## config.mk

```make
export PLATFORM = sky130hd
export DESIGN_NAME = c_integer_literal_parser
export DESIGN_NICKNAME = d
export VERILOG_FILES = /design/src/cilp_pkg.sv /design/src/cilp_classify.sv /design/src/c_integer_literal_parser.sv
export SDC_FILE = /design/constraint.sdc
export NUM_CORES = 1
export LEC_CHECK = 0
export BUFFER_PORTS_ARGS = -buffer_cell sky130_fd_sc_hd__buf_2
export CAP_MARGIN = 20
export CORE_MARGIN = 4
export CORE_UTILIZATION = 39
export CTS_BUF_LIST = sky130_fd_sc_hd__clkbuf_8 sky130_fd_sc_hd__clkbuf_16
export DETAILED_ROUTE_END_ITERATION = 8
export GPL_TIMING_DRIVEN = 0
export REMOVE_ABC_BUFFERS = 1
export SLEW_MARGIN = 20
export SYNTH_ARGS = -nofsm -noshare
export SYNTH_HDL_FRONTEND = slang
export SYNTH_SLANG_ARGS = --single-unit
```

## constraint.sdc

```tcl
create_clock -name clk -period 11.2 [get_ports clk]
set_input_delay 2.8 -clock clk [delete_from_list [all_inputs] [get_ports clk]]
set_output_delay 2.8 -clock clk [all_outputs]
set_load 0.005 [all_outputs]
```

## src/cilp_pkg.sv

```systemverilog
`default_nettype none
// ----------------------------------------------------------------------------
// cilp_pkg
// Shared widths, character codes and the character class record of the
// C integer literal parser.
// ----------------------------------------------------------------------------
package cilp_pkg;

  localparam int VALUE_WIDTH = 32;
  localparam int CHAR_WIDTH  = 8;
  localparam int DIGIT_WIDTH = 4;

  localparam logic [CHAR_WIDTH-1:0] CHAR_NUL     = 8'h00;
  localparam logic [CHAR_WIDTH-1:0] CHAR_ZERO    = 8'h30;
  localparam logic [CHAR_WIDTH-1:0] CHAR_ONE     = 8'h31;
  localparam logic [CHAR_WIDTH-1:0] CHAR_SEVEN   = 8'h37;
  localparam logic [CHAR_WIDTH-1:0] CHAR_NINE    = 8'h39;
  localparam logic [CHAR_WIDTH-1:0] CHAR_UPPER_A = 8'h41;
  localparam logic [CHAR_WIDTH-1:0] CHAR_UPPER_F = 8'h46;
  localparam logic [CHAR_WIDTH-1:0] CHAR_UPPER_L = 8'h4c;
  localparam logic [CHAR_WIDTH-1:0] CHAR_UPPER_X = 8'h58;
  localparam logic [CHAR_WIDTH-1:0] CHAR_LOWER_A = 8'h61;
  localparam logic [CHAR_WIDTH-1:0] CHAR_LOWER_F = 8'h66;
  localparam logic [CHAR_WIDTH-1:0] CHAR_LOWER_L = 8'h6c;
  localparam logic [CHAR_WIDTH-1:0] CHAR_LOWER_X = 8'h78;

  localparam logic [DIGIT_WIDTH-1:0] DIGIT_TEN = 4'ha;

  typedef struct packed {
    logic                   is_nul;
    logic                   is_zero;
    logic                   is_lead;
    logic                   is_oct;
    logic                   is_dec;
    logic                   is_hex;
    logic                   is_suffix;
    logic                   is_x;
    logic [DIGIT_WIDTH-1:0] digit;
  } char_class_t;

endpackage
`default_nettype wire

```

## src/cilp_classify.sv

```systemverilog
`default_nettype none
// ----------------------------------------------------------------------------
// cilp_classify
// Decodes one character into its class flags and its digit value.
// ----------------------------------------------------------------------------
module cilp_classify
  import cilp_pkg::*;
(
  input  wire logic [CHAR_WIDTH-1:0] char_code,
  output char_class_t                cls
);

  logic [CHAR_WIDTH-1:0] off_num;
  logic [CHAR_WIDTH-1:0] off_lower;
  logic [CHAR_WIDTH-1:0] off_upper;
  logic                  num;
  logic                  lower;
  logic                  upper;

  assign off_num   = char_code - CHAR_ZERO;
  assign off_lower = char_code - CHAR_LOWER_A;
  assign off_upper = char_code - CHAR_UPPER_A;
  assign num       = char_code inside {[CHAR_ZERO:CHAR_NINE]};
  assign lower     = char_code inside {[CHAR_LOWER_A:CHAR_LOWER_F]};
  assign upper     = char_code inside {[CHAR_UPPER_A:CHAR_UPPER_F]};

  always_comb begin
    cls.is_nul    = (char_code == CHAR_NUL);
    cls.is_zero   = (char_code == CHAR_ZERO);
    cls.is_lead   = char_code inside {[CHAR_ONE:CHAR_NINE]};
    cls.is_oct    = char_code inside {[CHAR_ZERO:CHAR_SEVEN]};
    cls.is_dec    = num;
    cls.is_hex    = num || lower || upper;
    cls.is_suffix = (char_code == CHAR_LOWER_L) || (char_code == CHAR_UPPER_L);
    cls.is_x      = (char_code == CHAR_LOWER_X) || (char_code == CHAR_UPPER_X);
    if (lower) begin
      cls.digit = DIGIT_TEN + off_lower[DIGIT_WIDTH-1:0];
    end else if (upper) begin
      cls.digit = DIGIT_TEN + off_upper[DIGIT_WIDTH-1:0];
    end else begin
      cls.digit = off_num[DIGIT_WIDTH-1:0];
    end
  end

endmodule
`default_nettype wire

```

## src/c_integer_literal_parser.sv

```systemverilog
`default_nettype none
// ----------------------------------------------------------------------------
// c_integer_literal_parser
// Parses a NUL-terminated C integer literal, one character per beat, and
// gives the value with error and overflow flags on the terminating NUL.
// ----------------------------------------------------------------------------
// Throughput: one character per cycle while in_stall is low, set by the combinational shift-add.
// A NUL beat is held in the input register, then its result is registered at the output.
// The input stalls only while a NUL waits behind a result not yet taken.
// Reset (rst, synchronous, active high) empties both registers and returns
// the parser to the start of a literal with a cleared accumulator.
// ----------------------------------------------------------------------------
module c_integer_literal_parser
  import cilp_pkg::*;
(
  input  wire logic                   clk,
  input  wire logic                   rst,
  input  wire logic                   in_valid,
  output logic                        in_stall,
  input  wire logic [CHAR_WIDTH-1:0]  char_code,
  output logic                        out_valid,
  input  wire logic                   out_stall,
  output logic [VALUE_WIDTH-1:0]      value,
  output logic                        bad_literal,
  output logic                        overflowed
);

  localparam int WIDE = VALUE_WIDTH + DIGIT_WIDTH;

  typedef enum logic [2:0] {
    MODE_START, MODE_ZERO, MODE_OCT, MODE_DEC, MODE_HEX, MODE_SUFFIX, MODE_ERROR
  } mode_t;

  mode_t                  mode;
  mode_t                  mode_next;
  logic [VALUE_WIDTH-1:0] acc;
  logic [VALUE_WIDTH-1:0] acc_next;
  logic                   ovf;
  logic                   ovf_next;
  logic                   q_valid;
  logic [CHAR_WIDTH-1:0]  q_char;

  char_class_t            cls;
  logic                   advance;
  logic                   do_acc;
  logic                   digit_ok;
  logic [WIDE-1:0]        acc_wide;
  logic [WIDE-1:0]        prod;
  logic [WIDE-1:0]        sum;
  logic                   bad;

  cilp_classify u_classify (
    .char_code (q_char),
    .cls       (cls)
  );

  assign advance  = q_valid && (!cls.is_nul || !out_valid || !out_stall);
  assign in_stall = q_valid && !advance;

  assign acc_wide = {{DIGIT_WIDTH{1'b0}}, acc};

  always_comb begin
    case (mode)
      MODE_HEX: begin
        prod     = acc_wide << 4;
        digit_ok = cls.is_hex;
      end
      MODE_DEC: begin
        prod     = (acc_wide << 3) + (acc_wide << 1);
        digit_ok = cls.is_dec;
      end
      default: begin
        prod     = acc_wide << 3;
        digit_ok = cls.is_oct;
      end
    endcase
    sum = prod + {{(WIDE-DIGIT_WIDTH){1'b0}}, cls.digit};
  end

  always_comb begin
    mode_next = mode;
    do_acc    = 1'b0;
    case (mode)
      MODE_START: begin
        if (cls.is_zero) begin
          mode_next = MODE_ZERO;
        end else if (cls.is_lead) begin
          mode_next = MODE_DEC;
        end else begin
          mode_next = MODE_ERROR;
        end
      end
      MODE_ZERO: begin
        if (cls.is_x) begin
          mode_next = MODE_HEX;
        end else if (cls.is_suffix) begin
          mode_next = MODE_SUFFIX;
        end else if (cls.is_oct) begin
          mode_next = MODE_OCT;
          do_acc    = 1'b1;
        end else begin
          mode_next = MODE_ERROR;
        end
      end
      MODE_OCT, MODE_DEC, MODE_HEX: begin
        if (digit_ok) begin
          do_acc = 1'b1;
        end else if (cls.is_suffix) begin
          mode_next = MODE_SUFFIX;
        end else begin
          mode_next = MODE_ERROR;
        end
      end
      default: begin
        mode_next = MODE_ERROR;
      end
    endcase
  end

  always_comb begin
    acc_next = acc;
    ovf_next = ovf;
    if (mode == MODE_START && cls.is_lead) begin
      acc_next = {{(VALUE_WIDTH-DIGIT_WIDTH){1'b0}}, cls.digit};
    end else if (do_acc) begin
      acc_next = sum[VALUE_WIDTH-1:0];
      ovf_next = ovf || (sum[WIDE-1:VALUE_WIDTH] != '0);
    end
  end

  assign bad = (mode == MODE_START) || (mode == MODE_ERROR);

  always_ff @(posedge clk) begin
    if (rst) begin
      q_valid <= 1'b0;
    end else if (!in_stall) begin
      q_valid <= in_valid;
    end
    if (!in_stall && in_valid) begin
      q_char <= char_code;
    end
  end

  always_ff @(posedge clk) begin
    if (rst) begin
      mode      <= MODE_START;
      acc       <= '0;
      ovf       <= 1'b0;
      out_valid <= 1'b0;
    end else begin
      if (advance) begin
        if (cls.is_nul) begin
          mode <= MODE_START;
          acc  <= '0;
          ovf  <= 1'b0;
        end else begin
          mode <= mode_next;
          acc  <= acc_next;
          ovf  <= ovf_next;
        end
      end
      if (advance && cls.is_nul) begin
        out_valid <= 1'b1;
      end else if (!out_stall) begin
        out_valid <= 1'b0;
      end
    end
    if (advance && cls.is_nul) begin
      value       <= bad ? '0 : acc;
      bad_literal <= bad;
      overflowed  <= !bad && ovf;
    end
  end

  a_bad_clears_value: assert property (@(posedge clk) disable iff (rst)
    out_valid && bad_literal |-> value == '0 && !overflowed)
    else $error("bad literal result carries a value or overflow flag");

  a_stall_cause: assert property (@(posedge clk) disable iff (rst)
    in_stall |-> q_valid && q_char == CHAR_NUL && out_valid && out_stall)
    else $error("input stalled without a pending NUL behind a held result");

  a_nul_restarts: assert property (@(posedge clk) disable iff (rst)
    advance && cls.is_nul |=> mode == MODE_START && acc == '0 && !ovf && out_valid)
    else $error("NUL beat did not restart the parser and post a result");

  a_start_acc_zero: assert property (@(posedge clk) disable iff (rst)
    mode == MODE_START || mode == MODE_ZERO |-> acc == '0 && !ovf)
    else $error("accumulator not clear before the first nonzero digit");

endmodule
`default_nettype wire

```

==> impl_metrics.toml <==
[placed_design]
port-buffer-count = 47
hpwlAfterDp_mm = 14.2
dpl.cell_count = 1048
gp_congestion = 0.881
place_ws_ns = 5.02

[sta]
fin_crit_ns = 6.18
setup_viol = 0
max_freq_mhz = 162
slew-limit-headroom = 0.340
tightest_slew_ns = 0.988
setup_ws_ns = 5.02
min_period_over_period = 0.551
skew_ns = 0.0123
finalHoldViolations = 0
slew_violations = 0
rsz0062_at_grt = "false"
tns_ns = 0

[clock_network]
cts.sinks = 80
cts_resized = 0
cts_setup_buffers = 0
cts_tree = "yes"
htree_levels = 3
clk_pin_slew_ns = 0.07
postCtsHoldBufs = 0
cts_made_buffers = 9
root_buffer = "clkbuf_16"
clock_path_buffers = 2
clock_latency_ns = 0.35

[global_routing]
antenna_found_initial = 0
grt_pass1_vias = 5843
grt_first_pass_wirelength_mm = 31.2
grt_use_total = 0.194
grt-ovfl-total = 0
grt_max_degree = 38

[synthesis]
netlist_area_um2 = 6670
ys_ff_latch = 80
synth.avg_cell_area_um2 = 8.12
synth_top_family_by_area = "compound AO/OA/AOI/OAI gates"
async_reset_ff_frac = 0
synth_fa_ha_area_frac = 0.0769
synth_warnings = 0
synthCells = 822
synth-edff-count = 42
synth_compound_area_frac = 0.268
synth_xor_area_frac = 0.0538
yosysSeqAreaShare = 0.303
synth_cell_types = 76
synth-simple-area-share = 0.245
synthFlopType = "edfxtp_1"
muxShareOfSynthArea = 0.0137

[worst_hold_path]
hold_depth = 2
holdPathEnd = "acc[0]$_SDFFE_PP0P_"
hold_start = "acc[0]$_SDFFE_PP0P_"
hold_class = "register to register"

[power]
ir_drop_mv = 0.0786
powerDensity_nw_per_um2 = 97.6
power_leakage_nw = 2.82

[finish]
multi_input_area_um2 = 4410
layout_common_cells = "nor2_1 (97), nand2_1 (69), a21oi_1 (62)"
fillers = 1654
final_core_utilization = 0.446
diodes = 0
layout.cells.non_filler = 1064
seqCellArea_um2 = 2020
final_common_cell = "nor2_1"
final_nets = 890
drive_above_1_share = 0.116
areaGrowthSynthToFinish_pct = 11.6

[die]
die_w_um = 139
num_rows = 47
die_h_um = 139
start_util = 0.400
dieArea_um2 = 19300
coreArea_um2 = 16700
pin_count = 48

[setup_path]
rr_worst_depth = 12
cp.required_ns = 8.40
reg2reg_from = "mode[0]$_SDFFE_PP0P_"
crit_fanout = 3
cp-start-kind = "primary input"
end_kind = "output port"
path_class = "primary input to output port"
arrival_ns = 3.38
r2r_setup_slack_ns = 6.17
crit-reg2reg-capture = "ovf$_SDFFE_PP0P_"

[route]
drc = 0
dr.pass1.iters = 6
drt-initial-drc-count = 582
antenna_left = 0
routed_wl_mm = 18.9
wl_per_cell_um = 17.8
avgViaCountPerCell = 5.90
vias = 6274

[outcome]
status = "finished, final reports clean"

[job]
max_cap_violations = 0
==> Yosys cell counts, types with 8 or more instances <==
cell / count / share of area
a21o_1: 14 / 0.016
xor2_1: 19 / 0.025
ha_1: 37 / 0.069
mux2i_1: 8 / 0.012
inv_1: 16 / 0.0090
a31oi_1: 12 / 0.011
nand4_1: 14 / 0.013
xnor2_1: 22 / 0.029
o21a_1: 9 / 0.010
buf_2: 11 / 0.0083
or4_1: 8 / 0.0090
o21ai_0: 55 / 0.041
a22oi_1: 31 / 0.035
clkbuf_1: 33 / 0.019
o22ai_1: 8 / 0.0075
dfxtp_1: 38 / 0.11
edfxtp_1: 42 / 0.19
a221oi_1: 8 / 0.011
nor2_1: 97 / 0.055
nand3_1: 18 / 0.014
and2_1: 10 / 0.0094
nand2_1: 69 / 0.039
a21oi_1: 63 / 0.047
or3_1: 11 / 0.010
nor2b_1: 38 / 0.036
nor3_1: 14 / 0.011
==> routing by layer <==
metal  routed length (um)  track usage  part of all wire
met1                 9320        0.283              0.49
met2                 8220        0.304              0.43
met3                 1050       0.0252             0.055
met4                  317       0.0494             0.017
met5                    0            0                 0
==> worst max-delay path: stages <==
cell and delay [ns]:
buf_2 0.12, nand2_1 0.10, nor2_1 0.20, buf_2 0.15
==> worst max-delay path by stage <==
| stage | startpoint | to | slack [ns] | cells past startpoint |
|---|---|---|---|---|
| floorplan | out_stall | in_stall | 5.36 | 2 |
| global placement | mode[0]$_SDFFE_PP0P_ | acc[29]$_SDFFE_PP0P_ | 3.16 | 11 |
| detailed placement | out_stall | in_stall | 5.02 | 4 |
| CTS | out_stall | in_stall | 5.01 | 4 |
| global route | out_stall | in_stall | 4.97 | 4 |
| finish | out_stall | in_stall | 5.02 | 4 |
==> final cells by class <==
class                      count  share of cell area
multi-input combinational    677               0.592
sequential                    80               0.272
timing repair buffer          55              0.0449
tap                          220              0.0370
clock buffer                   9              0.0303
clock inverter                 7              0.0160
inverter                      16             0.00807
==> stage by stage <==
| step | hold WS (ns) | cell area (um^2) | power (mW) |
|---|---|---|---|
| final | 0.585 | 7440 | 0.726 |
| after global routing | 0.617 | 7440 | 0.749 |
| after CTS | 0.580 | 7440 | 0.729 |
| after detailed placement | 0.568 | 7100 | 0.392 |
| after global placement | 0.522 | 6980 | 0.389 |
| after floorplan | 0.480 | 6470 | 0.367 |
==> flip-flops by register name, summed over array words and instances, names as in the netlist <==
name,cells
ovf,1
acc,32
value,32
bad_literal,1
overflowed,1
q_valid,1
mode,3
q_char,8
out_valid,1
==> logic make-up (layout without fill, tap and decap cells) <==
logic type      after synthesis  after routing
fa+ha+maj                    40             40
flops                        80             80
xor+xnor                     41             41
compound gates              265            265
mux                           9              9
simple gates                322            322
buf+inv                      65             87
==> where the power goes <==
part / switching, mW / leakage (nW) / internal [mW]
clock: 0.121 / 0.168 / 0.218
sequential: 0.00997 / 0.712 / 0.310
combinational: 0.0436 / 1.94 / 0.0232
total: 0.174 / 2.82 / 0.552
Power figures use the tool's default switching activity.
